### src/arcp_pkg.sv
package arcp_pkg;

    localparam int RATE_W    = 24;
    localparam int CREDIT_W  = 32;
    localparam int ELAPSED_W = 32;
    localparam int CAP_W     = 20;
    localparam int STEP_W    = 16;
    localparam int LEN_W     = 16;
    localparam int OVH_W     = 10;
    localparam int CFG_W     = 24;
    localparam int IDX_W     = 3;
    localparam int CMD_W     = 2;

    // refill = floor(rate * ecap / 1000), split as rate = 1000*rh + rl
    localparam int RH_W      = 15;
    localparam int RL_W      = 10;
    localparam int LO_W      = 30;
    localparam int Q_W       = 21;
    localparam int REFILL_W  = 35;

    localparam int DIV1000_MUL_W = 25;
    localparam int DIV1000_SHIFT = 34;
    localparam logic [DIV1000_MUL_W-1:0] DIV1000_MUL = 25'd17179870;

    // floor(x/1000) = floor(floor(x/8)/125)
    localparam int DIV8_SHIFT    = 3;
    localparam int DIV125_MUL_W  = 28;
    localparam int DIV125_SHIFT  = 34;
    localparam logic [DIV125_MUL_W-1:0] DIV125_MUL = 28'd137438954;

    // floor(rate * 95 / 100)
    localparam int CUT95_MUL_W   = 31;
    localparam int CUT95_SHIFT   = 31;
    localparam logic [CUT95_MUL_W-1:0] CUT95_MUL = 31'd2040109466;

    localparam logic [RATE_W-1:0] KILO = 24'd1000;

    localparam logic [STEP_W-1:0] RATE_STEP_RST       = 16'd16;
    localparam logic [RATE_W-1:0] START_RATE_RST      = 24'd20000;
    localparam logic [CAP_W-1:0]  ELAPSED_CAP_RST     = 20'd20000;
    localparam logic [OVH_W-1:0]  PACKET_OVERHEAD_RST = 10'd100;
    localparam logic [RATE_W-1:0] CUT_FLOOR_RST       = 24'd100;

    localparam logic [RATE_W-1:0]          RATE_MAX   = 24'hFFFFFF;
    localparam logic signed [CREDIT_W-1:0] CREDIT_MAX = 32'sh7FFFFFFF;

    typedef enum logic [CMD_W-1:0] {
        CMD_ROUND_START  = 2'd0,
        CMD_PACKET_OFFER = 2'd1,
        CMD_ROUND_END    = 2'd2,
        CMD_REPOSITION   = 2'd3
    } arcp_cmd_t;

    typedef enum logic [IDX_W-1:0] {
        REG_RATE_STEP       = 3'd0,
        REG_START_RATE      = 3'd1,
        REG_ELAPSED_CAP     = 3'd2,
        REG_PACKET_OVERHEAD = 3'd3,
        REG_CUT_FLOOR       = 3'd4
    } arcp_reg_t;

    typedef enum logic [1:0] {
        RF_SPLIT   = 2'd0,
        RF_PARTIAL = 2'd1,
        RF_SUM     = 2'd2,
        RF_DONE    = 2'd3
    } arcp_refill_state_t;

    typedef struct packed {
        logic run;
        logic take;
    } arcp_refill_ctl_t;

endpackage

### src/arcp_refill.sv
module arcp_refill import arcp_pkg::*; (
    input  logic                 clk,
    input  logic                 rst_n,
    input  arcp_refill_ctl_t     ctl,
    input  logic [RATE_W-1:0]    rate,
    input  logic [ELAPSED_W-1:0] elapsed,
    input  logic [CAP_W-1:0]     elapsed_cap,
    output logic                 done,
    output logic [REFILL_W-1:0]  refill
);

    localparam int P1_W = RATE_W + DIV1000_MUL_W;
    localparam int X_W  = LO_W - DIV8_SHIFT;
    localparam int P2_W = X_W + DIV125_MUL_W;

    arcp_refill_state_t state_reg, state_next;

    logic [RH_W-1:0]     rh_reg;
    logic [CAP_W-1:0]    ecap_reg;
    logic [REFILL_W-1:0] hi_reg;
    logic [LO_W-1:0]     lo_reg;
    logic [REFILL_W-1:0] refill_reg;

    logic [P1_W-1:0]   prod1;
    logic [RH_W-1:0]   rh_calc;
    logic [CAP_W-1:0]  ecap_calc;
    logic [RATE_W-1:0] rh_kilo;
    logic [RATE_W-1:0] rl_full;
    logic [RL_W-1:0]   rl;
    logic [X_W-1:0]    lo_div8;
    logic [P2_W-1:0]   prod2;
    logic [Q_W-1:0]    q;

    always_comb
    begin
        prod1     = P1_W'(rate) * P1_W'(DIV1000_MUL);
        rh_calc   = prod1[DIV1000_SHIFT +: RH_W];
        ecap_calc = (elapsed > ELAPSED_W'(elapsed_cap)) ? elapsed_cap : elapsed[CAP_W-1:0];
        rh_kilo   = RATE_W'(rh_reg) * KILO;
        rl_full   = rate - rh_kilo;
        rl        = rl_full[RL_W-1:0];
        lo_div8   = lo_reg[LO_W-1:DIV8_SHIFT];
        prod2     = P2_W'(lo_div8) * P2_W'(DIV125_MUL);
        q         = prod2[DIV125_SHIFT +: Q_W];
    end

    always_ff @(posedge clk or negedge rst_n)
    begin
        if (!rst_n)
        begin
            state_reg <= RF_SPLIT;
        end
        else
        begin
            state_reg <= state_next;
        end
    end

    always_comb
    begin
        state_next = state_reg;
        done       = 1'b0;
        if (!ctl.run)
        begin
            state_next = RF_SPLIT;
        end
        else
        begin
            unique case (state_reg)
                RF_SPLIT:   state_next = RF_PARTIAL;
                RF_PARTIAL: state_next = RF_SUM;
                RF_SUM:     state_next = RF_DONE;
                RF_DONE:
                begin
                    done = 1'b1;
                    if (ctl.take)
                    begin
                        state_next = RF_SPLIT;
                    end
                end
                default:    state_next = RF_SPLIT;
            endcase
        end
    end

    always_ff @(posedge clk)
    begin
        if (ctl.run)
        begin
            if (state_reg == RF_SPLIT)
            begin
                rh_reg   <= rh_calc;
                ecap_reg <= ecap_calc;
            end
            if (state_reg == RF_PARTIAL)
            begin
                hi_reg <= REFILL_W'(rh_reg) * REFILL_W'(ecap_reg);
                lo_reg <= LO_W'(rl) * LO_W'(ecap_reg);
            end
            if (state_reg == RF_SUM)
            begin
                refill_reg <= hi_reg + REFILL_W'(q);
            end
        end
    end

    assign refill = refill_reg;

endmodule

### config.mk
export PLATFORM = sky130hd
export DESIGN_NAME = arcp_refill
export DESIGN_NICKNAME = d
export VERILOG_FILES = /design/src/arcp_pkg.sv /design/src/arcp_refill.sv
export SDC_FILE = /design/constraint.sdc
export NUM_CORES = 2
export LEC_CHECK = 0
export BUFFER_PORTS_ARGS = -buffer_cell sky130_fd_sc_hd__buf_2
export CAP_MARGIN = 20
export CORE_ASPECT_RATIO = 1.75
export CORE_UTILIZATION = 65
export CTS_BUF_LIST = sky130_fd_sc_hd__clkbuf_16
export CTS_CLUSTER_DIAMETER = 50
export DETAILED_ROUTE_END_ITERATION = 7
export GPL_ROUTABILITY_DRIVEN = 1
export PLACE_DENSITY = 0.82
export SKIP_CTS_REPAIR_TIMING = 1
export SYNTH_ARGS = -nofsm -noshare
export SYNTH_HDL_FRONTEND = slang
export SYNTH_SLANG_ARGS = --single-unit
### constraint.sdc
create_clock -name clk -period 10.8 [get_ports clk]
set_input_delay 0 -clock clk [delete_from_list [all_inputs] [get_ports clk]]
set_output_delay 0 -clock clk [all_outputs]
set_load 0.01 [all_outputs]
==> results.md <==
* Reg-to-reg startpoint: rh_reg[3]
* Worst slew margin at 0.305
* Wirelength, routed at approximately 100,000 um
* Final Critical Period at approximately 9.0 ns
* CP Class: register to register
* Worst-margin pin slew at between 1 and 1.5 ns
* Post-detail-place hpwl at 85,300 um
* Initial core utilization at 0.661
* Most frequent cells in the layout: 1,164 x inv_1, 779 x fa_1, 768 x ha_1
* Tcrit/Tclk final at 0.833
* First-pass GRT wire length at about 160,000 um
* Number of synthesized flops with an enable pin at ~130
* Area grow syn2layout at 5.87%
* Final clock skew at around 0.025 ns
* Max H-tree Level at 4
* CTS Buf Count at 17
* RSZ-0062 raised after global routing: no
* Slowest-stage cell, CP: edfxtp_1
* Final Setup Violations at 0
* Post-Syn Area at roughly 0.042 mm^2
* Die area at between 0.06 and 0.07 mm^2
* Most Frequent Cell on Critical Path: fa_1
* DR vias at roughly 30,000
* Antenna violation net count after detailed routing at 0
* Crit path launch type: register
* Initial antenna violation count at 0
* # port buffers at 115
* Synth warnings at 0
* Setup crit end kind: register
* Final nets at between 6,000 and 7,000
* Worst R2R Path Depth at 30
* Post-synth top flop: edfxtp_1
* Remaining DRCs at 0
* Post-Synthesis Cells at 4,283
* Crit path max fanout at 23
* Std-Cell Rows at roughly 120
* I/O Pins at between 100 and 150
* Vias/cell at roughly 5.8
* Clock Tree Root: clkbuf_16
* Hold Worst Slack at -0.0176 ns
* Overall Global Routing Usage at 0.325
* Max_cap viols at 0
* Avg Synthesized Cell Area at 9.80 um^2
* Async set or reset register ratio after synthesis at 0.0149
* HP Class: input pin to register
* DIE HEIGHT at between 300 and 400 um
* Hold Crit Endpoint: state_reg[1]
* Fmax at roughly 110 MHz
* Hold depth at 4
* Failing checks: hold timing
* Startpoint of the worst hold path: ctl[0]
* Reg clk slew, reported paths at ~0.070 ns
* Vias in the first global route at ~33,000
* Final hold vios at 1
* Yosys reg bits at 134
* GPL Wtd Cong at 1.11
* R2R Path End: lo_reg[23]
* Yosys cell types at between 70 and 80
* Status: complete, but fails checks
* Required @ worst endpoint at roughly 11 ns
* Wire per inst at 20.0 um
* Syn Nets at just under 6,000
* Clk Latency, worst-skew pair at roughly 0.49 ns
* TritonRoute pass-1 iters at 7
* Area leader, netlist: fa_1
* Fraction of layout cells with a size suffix above 1 at 0.0493
* Sink Count at between 100 and 150
* Post-synthesis sequential area ratio at 0.0956
* Largest net degree at the start of global routing at 63
* Max incr delay on CP at between 0.9 and 1 ns
* Core area at approximately 0.064 mm^2
* Commonest non-fill, non-tap cell in the layout: inv_1
* Final setup TNS at 0 ns
* CTS tree: yes
* Chip width at 194 um
* Grt total ovfl at 0
* Reg2Reg Setup Slack at about 1.8 ns
* Max Root-Sink Buffers at 2
* Fraction of post-synthesis cell area in the top cell type by area at 0.372
* 1st-iter DRT viols at ~1,400
* Slew Viols, Final at 0
* Ranking of synthesized cells by area: fa_1 37%, ha_1 23%, inv_1 10%
* # diodes at 0
* CP Data Arrival Time at 9.22 ns
==> layout make-up <==
type | count | area [um^2]
tap | 806 | 1010
clock buffer | 17 | 425
fill | 4661 | 19100
timing repair buffer | 186 | 1250
clock inverter | 15 | 135
inverter | 1164 | 4370
sequential | 134 | 4010
multi-input combinational | 2887 | 33200
==> routing by layer <==
layer	GRT usage	part of all wire
met5	0	0
met4	0.287	0.099
met3	0.0385	0.045
met2	0.605	0.54
met1	0.311	0.32
==> synthesized netlist by cell type, drive strengths merged, types with 21 or more instances <==
cell and number:
nand3 47, nand2b 31, a21o 69, and2 239
nor2 71, o21ai 56, a21oi 109, clkbuf 95
inv 1164, edfxtp 132, ha 768, nor3 24
nor2b 21, o21a 21, nand4 21, xnor2 91
xor2 36, nand2 311, fa 779
==> worst max-delay path by stage <==
stage               slack [ns]  startpoint    endpoint
floorplan                 2.86   rh_reg[0]  lo_reg[28]
global route              1.39   rh_reg[3]  lo_reg[23]
CTS                       1.82   rh_reg[3]  lo_reg[23]
global placement          2.08   rh_reg[3]  lo_reg[23]
detailed placement        1.88   rh_reg[3]  lo_reg[29]
finish                    1.81   rh_reg[3]  lo_reg[23]
==> critical path, delay by kind of cell (launching register included) <==
family	cells	cell delay (ns)
flip-flops	1	0.95
XOR/XNOR	3	0.39
AND/OR/NAND/NOR	1	0.18
AO/OA/AOI/OAI	9	1.93
buffers and inverters	5	0.48
adder cells (fa/ha/maj)	12	4.78
==> logic make-up (layout without fill, tap and decap cells) <==
kind of cell | after synthesis | in the layout | share of synthesized area
AND/OR/NAND/NOR | 816 | 816 | 0.0980
buffers and inverters | 1262 | 1382 | 0.113
AO/OA/AOI/OAI | 375 | 375 | 0.0606
multiplexers | 22 | 22 | 0.00584
flip-flops | 134 | 134 | 0.0956
adder cells (fa/ha/maj) | 1547 | 1547 | 0.601
XOR/XNOR | 127 | 127 | 0.0265
==> metrics by stage <==
step	std cells	hold WS (ns)	area [um^2]	worst slack, ns	utilization
2_1_floorplan	4283	-0.296	42000	2.86	-
3_3_place_gp	5131	-0.212	43400	2.08	0.683
3_5_place_dp	5131	-0.207	43400	1.88	0.683
4_1_cts	5163	-0.719	43900	1.82	0.692
5_1_grt	5209	0.0628	44400	1.39	0.700
6_report	5209	-0.0176	44400	1.81	0.700
Power is left out: the tool's default activity adds up to more than one toggle a clock period on the data nets, which glitch-free logic cannot reach.
